## src/sv/ksv_pkg.sv

```systemverilog
// ksv_pkg: shared types, register codes and constants of the key velocity sensor
// no dependencies; used by ksv_divider, ksv_seq and key_strike_velocity_sensor_top
package ksv_pkg;

	// configuration register indexes
	localparam logic [2:0] CFG_PRESS_LO  = 3'd0;
	localparam logic [2:0] CFG_PRESS_HI  = 3'd1;
	localparam logic [2:0] CFG_BOTTOM_LO = 3'd2;
	localparam logic [2:0] CFG_BOTTOM_HI = 3'd3;
	localparam logic [2:0] CFG_MIN_SPEED = 3'd4;
	localparam logic [2:0] CFG_MAX_SPEED = 3'd5;
	localparam logic [2:0] CFG_TRAVEL    = 3'd6;

	// register reset values
	localparam logic [31:0] MIN_SPEED_RST = 32'd1000;
	localparam logic [31:0] MAX_SPEED_RST = 32'd9500;
	localparam logic [7:0]  TRAVEL_RST    = 8'd40;

	// speed numerator scale and divider widths
	localparam logic [27:0] SPEED_SCALE = 28'd1000000;
	localparam int DIV_REM_W  = 32;
	localparam int DIV_BITS_W = 28;
	localparam int DIV_CNT_W  = 5;
	localparam logic [DIV_CNT_W-1:0] SPEED_STEPS = 5'd28;
	localparam logic [DIV_CNT_W-1:0] MAP_STEPS   = 5'd7;

	// velocity curve
	localparam logic [7:0] CURVE_LOW_MAX = 8'd60;
	localparam logic [7:0] CURVE_MID_MIN = 8'd61;
	localparam logic [7:0] CURVE_MID_MAX = 8'd85;
	localparam logic [7:0] CURVE_LOW_ADD = 8'd40;
	localparam logic [7:0] CURVE_MID_ADD = 8'd10;
	localparam logic [7:0] VEL_MAX       = 8'd127;

	typedef struct packed {
		logic [63:0] press_lo;
		logic [31:0] press_hi;
		logic [63:0] bottom_lo;
		logic [31:0] bottom_hi;
		logic [31:0] min_speed;
		logic [31:0] max_speed;
		logic [7:0]  travel;
	} cfg_t;

	typedef struct packed {
		logic                  start;
		logic [DIV_REM_W-1:0]  rem_init;
		logic [DIV_BITS_W-1:0] bits;
		logic [DIV_REM_W-1:0]  den;
		logic [DIV_CNT_W-1:0]  steps;
	} div_req_t;

	typedef struct packed {
		logic                  busy;
		logic [DIV_BITS_W-1:0] quotient;
	} div_rsp_t;

	// threshold byte of one key from a low/high register pair
	function automatic logic [7:0] level_of(input logic [63:0] lo, input logic [31:0] hi,
		input logic [3:0] key);
		logic [7:0] lvl;
		if (!key[3]) begin
			lvl = lo[{key[2:0], 3'b000} +: 8];
		end else begin
			lvl = hi[{key[1:0], 3'b000} +: 8];
		end
		return lvl;
	endfunction

endpackage

```

## src/sv/ksv_divider.sv

```systemverilog
// ksv_divider: shared restoring divider, one quotient bit per cycle
// depends on ksv_pkg (div_req_t, div_rsp_t, widths)
module ksv_divider (
	input  logic              clk,
	input  logic              arst_n,
	input  ksv_pkg::div_req_t req,
	output ksv_pkg::div_rsp_t rsp
);

	logic                           busy_q;
	logic [ksv_pkg::DIV_CNT_W-1:0]  cnt_q;
	logic [ksv_pkg::DIV_REM_W-1:0]  rem_q;
	logic [ksv_pkg::DIV_BITS_W-1:0] sh_q;
	logic [ksv_pkg::DIV_REM_W-1:0]  den_q;
	logic [ksv_pkg::DIV_REM_W:0]    trial;
	logic [ksv_pkg::DIV_REM_W:0]    diff;
	logic                           ge;

	// trial subtract of the next partial remainder
	assign trial = {rem_q, sh_q[ksv_pkg::DIV_BITS_W-1]};
	assign diff  = trial - {1'b0, den_q};
	assign ge    = trial >= {1'b0, den_q};

	// step counter
	always_ff @(posedge clk or negedge arst_n) begin
		if (!arst_n) begin
			busy_q <= 1'b0;
			cnt_q  <= '0;
		end else if (req.start) begin
			busy_q <= 1'b1;
			cnt_q  <= req.steps;
		end else if (busy_q) begin
			cnt_q <= cnt_q - 1'b1;
			if (cnt_q == ksv_pkg::DIV_CNT_W'(1)) begin
				busy_q <= 1'b0;
			end
		end
	end

	// remainder and dividend/quotient shift register
	always_ff @(posedge clk) begin
		if (req.start) begin
			rem_q <= req.rem_init;
			sh_q  <= req.bits;
			den_q <= req.den;
		end else if (busy_q) begin
			rem_q <= ge ? diff[ksv_pkg::DIV_REM_W-1:0] : trial[ksv_pkg::DIV_REM_W-1:0];
			sh_q  <= {sh_q[ksv_pkg::DIV_BITS_W-2:0], ge};
		end
	end

	assign rsp.busy     = busy_q;
	assign rsp.quotient = sh_q;

endmodule

```

## src/sv/ksv_seq.sv

```systemverilog
// ksv_seq: per-key state, sequencer over the shared divider, result register
// depends on ksv_pkg and ksv_divider
module ksv_seq #(
	parameter int NUM_KEYS = 12
) (
	input  logic          clk,
	input  logic          arst_n,
	input  ksv_pkg::cfg_t cfg,
	input  logic          in_valid,
	output logic          in_ready,
	input  logic [3:0]    key_index,
	input  logic [7:0]    sample,
	input  logic [15:0]   timestamp,
	output logic          out_valid,
	input  logic          out_ready,
	output logic [3:0]    key_id,
	output logic          is_down,
	output logic          strike,
	output logic [6:0]    velocity,
	output logic [27:0]   raw_speed
);

	localparam int KEY_W = (NUM_KEYS > 1) ? $clog2(NUM_KEYS) : 1;

	localparam logic [2:0] S_IDLE  = 3'd0;
	localparam logic [2:0] S_LOOK  = 3'd1;
	localparam logic [2:0] S_DIV1  = 3'd2;
	localparam logic [2:0] S_CLAMP = 3'd3;
	localparam logic [2:0] S_MUL   = 3'd4;
	localparam logic [2:0] S_DIV2  = 3'd5;
	localparam logic [2:0] S_CURVE = 3'd6;
	localparam logic [2:0] S_DONE  = 3'd7;

	logic [2:0]  state_q;
	logic [3:0]  key_q;
	logic [7:0]  sample_q;
	logic [15:0] ts_q;
	logic        inr_q;
	logic        down_q;
	logic        strike_q;
	logic        empty_q;
	logic [27:0] speed_q;
	logic [31:0] diff_q;
	logic        out_valid_q;
	logic [3:0]  key_id_q;
	logic        is_down_q;
	logic        strike_out_q;
	logic [6:0]  velocity_q;
	logic [27:0] raw_speed_q;

	// per-key state
	logic        down_arr_q   [NUM_KEYS];
	logic        bott_arr_q   [NUM_KEYS];
	logic [15:0] press_arr_q  [NUM_KEYS];
	logic [6:0]  vel_arr_q    [NUM_KEYS];
	logic [27:0] spd_arr_q    [NUM_KEYS];

	logic [KEY_W-1:0]  idx;
	logic              in_range;
	logic              down_c;
	logic              was_down;
	logic              bot_c;
	logic [15:0]       elapsed;
	logic              go_div;
	logic [31:0]       speed32;
	logic [31:0]       clamped;
	logic [38:0]       prod;
	logic [6:0]        s_raw;
	logic [7:0]        s_curved;
	logic [6:0]        vel_c;
	logic              load_out;

	ksv_pkg::div_req_t div_req;
	ksv_pkg::div_rsp_t div_rsp;

	ksv_divider u_div (
		.clk    (clk),
		.arst_n (arst_n),
		.req    (div_req),
		.rsp    (div_rsp)
	);

	assign idx      = key_q[KEY_W-1:0];
	assign in_range = {1'b0, key_q} < 5'(NUM_KEYS);

	// threshold compares and elapsed ticks
	assign down_c   = sample_q < ksv_pkg::level_of(cfg.press_lo, cfg.press_hi, key_q);
	assign bot_c    = sample_q < ksv_pkg::level_of(cfg.bottom_lo, cfg.bottom_hi, key_q);
	assign was_down = down_arr_q[idx];
	assign elapsed  = ts_q - press_arr_q[idx];
	assign go_div   = in_range && down_c && was_down && bot_c && !bott_arr_q[idx]
		&& (elapsed != 16'd0);

	// clamp and scale by 126 as (x << 7) - (x << 1)
	assign speed32 = {4'b0000, speed_q};
	always_comb begin
		if (speed32 <= cfg.min_speed) begin
			clamped = cfg.min_speed;
		end else if (speed32 >= cfg.max_speed) begin
			clamped = cfg.max_speed;
		end else begin
			clamped = speed32;
		end
	end
	assign prod = {diff_q, 7'b0000000} - {6'b000000, diff_q, 1'b0};

	// velocity curve
	assign s_raw = div_rsp.quotient[6:0];
	always_comb begin
		if ({1'b0, s_raw} <= ksv_pkg::CURVE_LOW_MAX) begin
			s_curved = {1'b0, s_raw} + ksv_pkg::CURVE_LOW_ADD;
		end else if ({1'b0, s_raw} inside {[ksv_pkg::CURVE_MID_MIN:ksv_pkg::CURVE_MID_MAX]}) begin
			s_curved = {1'b0, s_raw} + ksv_pkg::CURVE_MID_ADD;
		end else begin
			s_curved = {1'b0, s_raw};
		end
		vel_c = (s_curved > ksv_pkg::VEL_MAX) ? ksv_pkg::VEL_MAX[6:0] : s_curved[6:0];
	end

	// divider requests: speed division, then mapping division
	always_comb begin
		div_req = '0;
		if (state_q == S_LOOK && go_div) begin
			div_req.start    = 1'b1;
			div_req.rem_init = '0;
			div_req.bits     = {20'd0, cfg.travel} * ksv_pkg::SPEED_SCALE;
			div_req.den      = {16'd0, elapsed};
			div_req.steps    = ksv_pkg::SPEED_STEPS;
		end else if (state_q == S_MUL && !empty_q) begin
			div_req.start    = 1'b1;
			div_req.rem_init = prod[38:7];
			div_req.bits     = {prod[6:0], 21'd0};
			div_req.den      = cfg.max_speed - cfg.min_speed;
			div_req.steps    = ksv_pkg::MAP_STEPS;
		end
	end

	assign in_ready = (state_q == S_IDLE);
	assign load_out = (state_q == S_DONE) && (!out_valid_q || out_ready);

	// sequencer
	always_ff @(posedge clk or negedge arst_n) begin
		if (!arst_n) begin
			state_q  <= S_IDLE;
			inr_q    <= 1'b0;
			down_q   <= 1'b0;
			strike_q <= 1'b0;
			empty_q  <= 1'b0;
		end else begin
			case (state_q)
				S_IDLE: begin
					if (in_valid) begin
						state_q <= S_LOOK;
					end
				end
				S_LOOK: begin
					inr_q    <= in_range;
					down_q   <= in_range && down_c;
					strike_q <= 1'b0;
					state_q  <= go_div ? S_DIV1 : S_DONE;
				end
				S_DIV1: begin
					if (!div_rsp.busy) begin
						state_q <= S_CLAMP;
					end
				end
				S_CLAMP: begin
					empty_q <= cfg.max_speed <= cfg.min_speed;
					state_q <= S_MUL;
				end
				S_MUL: begin
					state_q <= empty_q ? S_CURVE : S_DIV2;
				end
				S_DIV2: begin
					if (!div_rsp.busy) begin
						state_q <= S_CURVE;
					end
				end
				S_CURVE: begin
					strike_q <= 1'b1;
					state_q  <= S_DONE;
				end
				S_DONE: begin
					if (load_out) begin
						state_q <= S_IDLE;
					end
				end
				default: state_q <= S_IDLE;
			endcase
		end
	end

	// item payload and intermediate values
	always_ff @(posedge clk) begin
		if (state_q == S_IDLE && in_valid) begin
			key_q    <= key_index;
			sample_q <= sample;
			ts_q     <= timestamp;
		end
		if (state_q == S_DIV1 && !div_rsp.busy) begin
			speed_q <= div_rsp.quotient;
		end
		if (state_q == S_CLAMP) begin
			diff_q <= clamped - cfg.min_speed;
		end
	end

	// per-key state update
	always_ff @(posedge clk or negedge arst_n) begin
		if (!arst_n) begin
			for (int k = 0; k < NUM_KEYS; k++) begin
				down_arr_q[k]  <= 1'b0;
				bott_arr_q[k]  <= 1'b0;
				press_arr_q[k] <= '0;
				vel_arr_q[k]   <= '0;
				spd_arr_q[k]   <= '0;
			end
		end else begin
			if (state_q == S_LOOK && in_range) begin
				down_arr_q[idx] <= down_c;
				if (!down_c) begin
					bott_arr_q[idx]  <= 1'b0;
					press_arr_q[idx] <= '0;
					vel_arr_q[idx]   <= '0;
					spd_arr_q[idx]   <= '0;
				end else if (!was_down) begin
					press_arr_q[idx] <= ts_q;
				end else if (bot_c && !bott_arr_q[idx]) begin
					bott_arr_q[idx] <= 1'b1;
				end
			end
			if (state_q == S_CURVE) begin
				spd_arr_q[idx] <= speed_q;
				vel_arr_q[idx] <= empty_q ? 7'd0 : vel_c;
			end
		end
	end

	// result register
	always_ff @(posedge clk or negedge arst_n) begin
		if (!arst_n) begin
			out_valid_q <= 1'b0;
		end else if (load_out) begin
			out_valid_q <= 1'b1;
		end else if (out_ready) begin
			out_valid_q <= 1'b0;
		end
	end

	always_ff @(posedge clk) begin
		if (load_out) begin
			key_id_q     <= key_q;
			is_down_q    <= down_q;
			strike_out_q <= strike_q;
			velocity_q   <= inr_q ? vel_arr_q[idx] : 7'd0;
			raw_speed_q  <= inr_q ? spd_arr_q[idx] : 28'd0;
		end
	end

	assign out_valid = out_valid_q;
	assign key_id    = key_id_q;
	assign is_down   = is_down_q;
	assign strike    = strike_out_q;
	assign velocity  = velocity_q;
	assign raw_speed = raw_speed_q;

	// a strike is only reported for a key that is down
	a_strike_down: assert property (@(posedge clk) disable iff (!arst_n)
		out_valid_q && strike_out_q |-> is_down_q)
		else $error("strike reported for a released key");

	// a key outside the key range gives a transaction whose result fields are all zero
	a_out_of_range: assert property (@(posedge clk) disable iff (!arst_n)
		out_valid_q && ({1'b0, key_id_q} >= 5'(NUM_KEYS))
		|-> !is_down_q && !strike_out_q && velocity_q == 7'd0 && raw_speed_q == 28'd0)
		else $error("out of range key produced nonzero result");

	// the speed division actually starts
	a_div_start: assert property (@(posedge clk) disable iff (!arst_n)
		(state_q == S_LOOK) && div_req.start |=> div_rsp.busy)
		else $error("divider did not start");

	// velocity is written only after the divider finished
	a_curve_idle: assert property (@(posedge clk) disable iff (!arst_n)
		(state_q == S_CURVE) |-> !div_rsp.busy)
		else $error("curve stage reached with divider busy");

endmodule

```

## src/sv/key_strike_velocity_sensor_top.sv

```systemverilog
// key_strike_velocity_sensor_top: configuration registers and the key sequencer
// depends on ksv_pkg and ksv_seq (which uses ksv_divider)
// a transaction goes through the lookup and done states to the result register; a strike
// also passes the 28-step speed division, clamp, scale, 7-step mapping division (skipped
// when the speed range is empty) and curve, both divisions in the one shared shift-subtract
// divider; a new sample is taken only in idle, after the last result is loaded, which waits on out_ready
// reset: clears all key state and loads register defaults; no clearing pass
module key_strike_velocity_sensor_top #(
	parameter int NUM_KEYS = 12
) (
	input  logic        clk,
	input  logic        arst_n,
	input  logic        cfg_valid,
	output logic        cfg_ready,
	input  logic [2:0]  cfg_index,
	input  logic [63:0] cfg_data,
	input  logic        in_valid,
	output logic        in_ready,
	input  logic [3:0]  key_index,
	input  logic [7:0]  sample,
	input  logic [15:0] timestamp,
	output logic        out_valid,
	input  logic        out_ready,
	output logic [3:0]  key_id,
	output logic        is_down,
	output logic        strike,
	output logic [6:0]  velocity,
	output logic [27:0] raw_speed
);

	ksv_pkg::cfg_t cfg_q;

	assign cfg_ready = 1'b1;

	// configuration register file
	always_ff @(posedge clk or negedge arst_n) begin
		if (!arst_n) begin
			cfg_q.press_lo  <= '0;
			cfg_q.press_hi  <= '0;
			cfg_q.bottom_lo <= '0;
			cfg_q.bottom_hi <= '0;
			cfg_q.min_speed <= ksv_pkg::MIN_SPEED_RST;
			cfg_q.max_speed <= ksv_pkg::MAX_SPEED_RST;
			cfg_q.travel    <= ksv_pkg::TRAVEL_RST;
		end else if (cfg_valid) begin
			case (cfg_index)
				ksv_pkg::CFG_PRESS_LO:  cfg_q.press_lo  <= cfg_data;
				ksv_pkg::CFG_PRESS_HI:  cfg_q.press_hi  <= cfg_data[31:0];
				ksv_pkg::CFG_BOTTOM_LO: cfg_q.bottom_lo <= cfg_data;
				ksv_pkg::CFG_BOTTOM_HI: cfg_q.bottom_hi <= cfg_data[31:0];
				ksv_pkg::CFG_MIN_SPEED: cfg_q.min_speed <= cfg_data[31:0];
				ksv_pkg::CFG_MAX_SPEED: cfg_q.max_speed <= cfg_data[31:0];
				ksv_pkg::CFG_TRAVEL:    cfg_q.travel    <= cfg_data[7:0];
				default: ;
			endcase
		end
	end

	ksv_seq #(
		.NUM_KEYS (NUM_KEYS)
	) u_seq (
		.clk       (clk),
		.arst_n    (arst_n),
		.cfg       (cfg_q),
		.in_valid  (in_valid),
		.in_ready  (in_ready),
		.key_index (key_index),
		.sample    (sample),
		.timestamp (timestamp),
		.out_valid (out_valid),
		.out_ready (out_ready),
		.key_id    (key_id),
		.is_down   (is_down),
		.strike    (strike),
		.velocity  (velocity),
		.raw_speed (raw_speed)
	);

endmodule
```

## config.mk

```make
export PLATFORM = sky130hd
export DESIGN_NAME = key_strike_velocity_sensor_top
export DESIGN_NICKNAME = d
export VERILOG_FILES = /design/src/sv/ksv_pkg.sv /design/src/sv/ksv_divider.sv /design/src/sv/ksv_seq.sv /design/src/sv/key_strike_velocity_sensor_top.sv
export SDC_FILE = /design/constraint.sdc
export NUM_CORES = 2
export LEC_CHECK = 0
export BUFFER_PORTS_ARGS = -buffer_cell sky130_fd_sc_hd__buf_2
export CORE_ASPECT_RATIO = 1.4
export CORE_UTILIZATION = 45
export CTS_BUF_LIST = sky130_fd_sc_hd__clkbuf_4
export CTS_CLUSTER_SIZE = 30
export DETAILED_ROUTE_END_ITERATION = 12
export GPL_ROUTABILITY_DRIVEN = 0
export HOLD_SLACK_MARGIN = 0.03
export PLACE_DENSITY = 0.57
export SLEW_MARGIN = 10
export SYNTH_ARGS = -nofsm -noshare
export SYNTH_HDL_FRONTEND = slang
export SYNTH_HIERARCHICAL = 1
export SYNTH_SLANG_ARGS = --single-unit
```

## constraint.sdc

```tcl
create_clock -name clk -period 11.65 [get_ports clk]
set_input_delay 1.165 -clock clk [delete_from_list [all_inputs] [get_ports clk]]
set_output_delay 1.165 -clock clk [all_outputs]
set_load 0.01 [all_outputs]
```

[Yosys cells after proc, flatten, opt, wreduce, memory -nomap -nowiden]
Cells that the tools add are included.
Operators by class
  magnitude comparators: 13
  reductions and logical operators: 36
  shifts and indexed selects: 4
  multiplexer cells: 68
  multiply operators: 1
  equal/unequal tests: 21
  bitwise gates (word level): 11
  add/subtract/negate cells: 8
Operators by type and width (count)
  336-bit 2-to-1 mux: 3
  192-bit 2-to-1 mux: 2
  336-bit AND: 1
  336-bit bitwise mux: 1
  336-bit NOT: 1
  84-bit 2-to-1 mux: 3
  98-bit 2-to-1 mux: 2
  192-bit AND: 1
  192-bit bitwise mux: 1
  192-bit NOT: 1
  32-bit 2-to-1 mux: 5
  28-bit 2-to-1 mux: 5
  64-bit by 7-bit indexed part select with 8-bit output: 2
  28-bit binary-select mux with 4-bit select: 1
  28-bit demux with 4-bit select: 1
  32-bit subtractor: 3
  84-bit AND: 1
  84-bit bitwise mux: 1
  84-bit NOT: 1
  16-bit binary-select mux with 4-bit select: 1
  16-bit demux with 4-bit select: 1
  32-bit by 6-bit indexed part select with 8-bit output: 2
  16-bit 2-to-1 mux: 3
  39-bit by 33-bit subtractor with 39-bit output: 1
  52 further kinds: 118
Word-level totals
  word-level logic and storage cells: 251
  input port bits: 100
  register bits: 1135
  output and inout port bits: 44

[Depth between registers and ports, before layout]
  depth after elaboration: 11
  gate-level depth with buffers: 28
  gate-level depth less buffers: 23

[Cells and area by module]
Netlist, hierarchy kept.
Modules (own cells, without submodules)
  ksv_seq: sequential area each 19989.2 um^2, area each 44056.0 um^2, cells each 3671, times used 1
  key_strike_velocity_sensor_top: sequential area each 6623.9 um^2, area each 9915.8 um^2, cells each 566, times used 1
  ksv_divider: sequential area each 2912.8 um^2, area each 6211.0 um^2, cells each 589, times used 1

[Worst setup path before layout]
OpenSTA, ideal clock, no wires.
  kind: register -> register
  start: reg u_seq.key_q[0], in the netlist u_seq/idx[0]
  end: reg u_seq/u_div/rem_q[0] (netlist bit), enable pin
  stages on the path, launching flop included: 26
  data arrival time: 8.201 ns
  data required time: 10.986 ns
  setup time: 0.664 ns
  buffers on the path: 11
  setup slack: 2.785 ns
  period minus slack after synthesis: 8.865 ns
  cell sequence: edfxtp_1 buf_4 buf_2 clkbuf_1 clkbuf_1 buf_2 buf_1 mux4_2 a21oi_1 ha_1 and3_4 a221oi_2 a2111oi_1 nor4_1 o2111ai_1 or4_1 o41ai_1 or2_1 buf_6 buf_2 nand2_1 clkbuf_1 clkinv_1 clkbuf_1 clkbuf_1 nand2_1
Between the ends
  cells in the longest elaborated chain, start to end: 11
  elaborated cells between the ends (all ways): 30
  those cells by class: add/sub: 1; order compare: 3; shift: 4; mux: 12; bitwise: 1; reduce/logical: 9
RTL lines
  start, declared: RTL line ksv_seq.sv:35  | logic [3:0] key_q;
  start signal, assigned: RTL line ksv_seq.sv:196  | key_q <= key_index;
  branches (longest 7 deep; another with 16-bit subtractor)
  1-bit logical AND (*): RTL line ksv_seq.sv:92  | && (elapsed != 16'd0);
  1-bit logical AND (*): RTL line ksv_seq.sv:123  | if (state_q == S_LOOK && go_div) begin
  98-bit 2-to-1 mux (*): RTL line ksv_seq.sv:123
  2-bit nonzero test (no line) (*)
  end signal, assigned: RTL line ksv_divider.sv:43  | rem_q <= req.rem_init;
  end signal, assigned: RTL line ksv_divider.sv:47  | rem_q <= ge ? diff[ksv_pkg::DIV_REM_W-1:0] : trial[ksv_pkg::DIV_REM_W-1:0];
  end, declared: RTL line ksv_divider.sv:12  | logic [ksv_pkg::DIV_REM_W-1:0] rem_q;
Every way passes the cells marked *. The select of a mux whose other input is x is not followed.
A chain may end at the register's enable or synchronous reset.

[Final worst setup path]
  start: reg u_seq.key_q[0], in the netlist u_seq/idx[0]
  end: reg u_seq/u_div/rem_q[27] (netlist bit), enable pin
The elaborated chain is that of the path after synthesis.

==> flow_summary.yaml <==
critical_path:
  required_ps: 12540
  crit_fanout: 101
  worstSetupEndpointType: "flip-flop"
  cp_num_cells: 19
  critPathTopFamily: "buffers and inverters"
  ff2ff_path_depth: 19
  critPathMostFrequentCell: "buf_4"
  r2r-start: "u_seq/idx[0]$_DFFE_PP_"
  cp-start-kind: "flip-flop"
  reg2reg_to: "u_seq/u_div/rem_q[27]$_DFFE_PP_"
  crit_buf_inv: 5
  ff2ff_setup_slack_ps: 3830
  crit_chain: "buf_4 -> buf_12 -> mux4_2 -> mux2i_1 -> nor2_1 -> a21oi_1 -> ha_1 -> nand3_1 -> a2111oi_1 -> o31a_1 -> o2111ai_1 -> or4_1 -> o41ai_1 -> or2_1 -> nand2_4 -> clkinv_1 -> buf_4 -> nand2_2 -> buf_4"
  crit_type: "flip-flop to flip-flop"
  crit_end: "u_seq/u_div/rem_q[27]$_DFFE_PP_"
  crit_slowest_cell: "buf_12"
  crit_start: "u_seq/idx[0]$_DFFE_PP_"
  cpPeakStageDelay_ps: 690
  critPathArrivalTime_ps: 8710
drt:
  drt_first_iter_violations: 2706
  routed_wl_um: 177000
  drc: 0
  num_vias: 42287
  via_per_inst: 6.00
  drt_pass1_iterations: 5
  wire_per_inst_um: 25.1
  final_antenna_net_count: 0
flow_run:
  cap_violations: 0
clock_tree:
  clock_latency_ps: 1300
  postCtsHoldBufs: 33
  cts-buffers-inserted: 305
  cts.sinks: 1135
  clockBufferDepth: 4
  cts_root_buffer: "clkbuf_4"
  clk_pin_slew_ps: 60
  cts_tree: "built"
  cts_resized: 0
  htreeDepth: 5
  cts_setup_buffers: 0
sta:
  period_share: 0.672
  finalMaxSlewViolations: 0
  finalClockSkew_ps: 119
  rsz0062_at_grt: "no"
  max_freq_mhz: 128
  finalSetupViolCount: 0
  slew-limit-headroom: 0.102
  worst_slack_ps: 3830
  hold_violations: 0
  period_minus_slack_ps: 7820
  setup_tns_ps: 0
  tightest_slew_ps: 1340
  worst_hold_slack_ps: 170
finish:
  fillerInstances: 11851
  layout_common_cells: "900 x dfrtp_1, 433 x clkbuf_4, 420 x a22o_1"
  multiInputGateArea_um2: 28700
  finish.net_count: 5484
  area_delta_synth_final_pct: 10.7
  drive_gt1_frac: 0.255
  fin_area_um2: 66600
  final_common_cell: "dfrtp_1"
  fin_cells: 7053
  register_area_um2: 29500
  final_util: 0.502
logic_synthesis:
  synth_edf_count: 221
  synth_area_um2: 60200
  yosysWarnings: 6
  avgSynthCellArea_um2: 12.5
  synth_cell_types: 96
  synth-seq-area-share: 0.491
  ys_ff_latch: 1135
  synth_cells: 4826
  synthArstFlopShare: 0.805
  synth_ff_type: "dfrtp_1"
die:
  initial_core_util: 0.454
  row_count: 158
  die_height_um: 435
  die_area_um2: 135000
  ioPinCount: 144
  core-area_um2: 133000
  die_w_um: 311
pwr:
  cellPowerDensity_nw_per_um2: 231
  finalPower_mw: 15.4
  ir_worst_vdd_v: 0.000169
  p_leak_nw: 30.2
grt:
  grt_use_total: 0.264
  grt.overflow.total: 0
  antenna_found_initial: 10
  grt_pass1_wl_um: 273000
  grt_max_degree: 168
  grt_pass1_vias: 44609
min_path:
  hp-class: "primary input to flip-flop"
  worstHoldStart: "key_index[1]"
place:
  port_buffers: 142
  place_inst: 6515
  place_hpwl_um: 116000
  place_area_um2: 62700
  dpl_worst_slack_ps: 3810
run_status:
  status: "complete, no violations"
==> per-layer routing <==
metal,track usage,share of wire,up-vias
li1,-,-,18787
met1,0.333,0.41,21716
met4,0.112,0.040,4
met5,0,0.00015,-
met3,0.0446,0.055,325
met2,0.446,0.50,1455
==> worst min-delay path by stage <==
stage / endpoint / depth (start not counted)
floorplan: u_seq/speed_q[10]$_DFFE_PP_ / 0
global placement: u_seq/speed_q[10]$_DFFE_PP_ / 0
detailed placement: u_seq/speed_q[12]$_DFFE_PP_ / 0
CTS: cfg_q[155]$_DFFE_PN0P_ / 2
global route: u_seq/idx[1]$_DFFE_PP_ / 1
finish: u_seq/idx[1]$_DFFE_PP_ / 1
==> power breakdown <==
| part | internal [mW] | switching, mW | total, mW |
|---|---|---|---|
| clock | 1.76 | 1.67 | 3.43 |
| combinational | 2.69 | 3.22 | 5.90 |
| sequential | 5.32 | 0.706 | 6.03 |
| total | 9.77 | 5.59 | 15.4 |
==> synthesized netlist by cell type (all sizes together) (12+ instances only) <==
| cell type | number | area, um^2 |
|---|---|---|
| a21oi | 216 | 1080 |
| xor2 | 41 | 359 |
| nor3 | 54 | 290 |
| ha | 268 | 3350 |
| dfstp | 14 | 368 |
| inv | 209 | 787 |
| o211ai | 12 | 90.1 |
| buf | 100 | 596 |
| mux2 | 495 | 5570 |
| clkbuf | 210 | 790 |
| mux2i | 139 | 1390 |
| nand3 | 54 | 270 |
| o22ai | 14 | 87.6 |
| nand2 | 238 | 926 |
| nor4 | 14 | 87.6 |
| and4 | 12 | 105 |
| dfrtp | 900 | 22500 |
| nand2b | 21 | 131 |
| o21bai | 17 | 128 |
| nand4 | 33 | 206 |
| a31oi | 23 | 144 |
| edfxtp | 221 | 6640 |
| and2 | 66 | 413 |
| xnor2 | 84 | 736 |
| and3 | 20 | 130 |
| o21a | 18 | 135 |
| a21o | 97 | 728 |
| mux4 | 205 | 4620 |
| nor2 | 225 | 860 |
| a22o | 420 | 3680 |
| a211oi | 21 | 158 |
| o21ai | 151 | 767 |
| or3 | 16 | 100 |
| nor2b | 24 | 150 |
| fa | 21 | 420 |
==> worst register-to-register path, stage by stage (launching register included) <==
cell and delay, ps:
edfxtp_1 350, buf_4 550, buf_12 720, mux4_2 640, mux2i_1 170, nor2_1 70, a21oi_1 290, ha_1 270
nand3_1 170, a2111oi_1 640, o31a_1 220, o2111ai_1 120, or4_1 490, o41ai_1 440, or2_1 230, nand2_4 380
clkinv_1 190, buf_4 430, nand2_2 580, buf_4 480
==> state kept, by name (all words and copies together), names as in the netlist, 28 cells and up, named ones only <==
signal and count:
u_seq/spd_arr_q 336, cfg_q 264, u_seq/press_arr_q 192, u_seq/vel_arr_q 84
u_seq/diff_q 32, u_seq/u_div/den_q 32, u_seq/u_div/rem_q 32, u_seq/raw_speed 28
u_seq/speed_q 28, u_seq/u_div/sh_q 28
==> cells by family after synthesis <==
logic type / synth area share
AOI/OAI and AO/OA: 0.135
xor gates and xnor gates: 0.0182
adders and majority gates: 0.0627
buffers and inverters: 0.0363
DFF: 0.491
muxes: 0.192
other: 0.000125
and+or+nand+nor: 0.0649
==> area by class of cell <==
class                      count  share of cell area
multi-input combinational   3174               0.431
antenna                        7            0.000263
sequential                  1135               0.443
timing repair buffer         267              0.0269
clock buffer                 433              0.0488
inverter                     212              0.0120
clock inverter                65             0.00501
tap                         1760              0.0331
(Power assumes the default switching activity.)
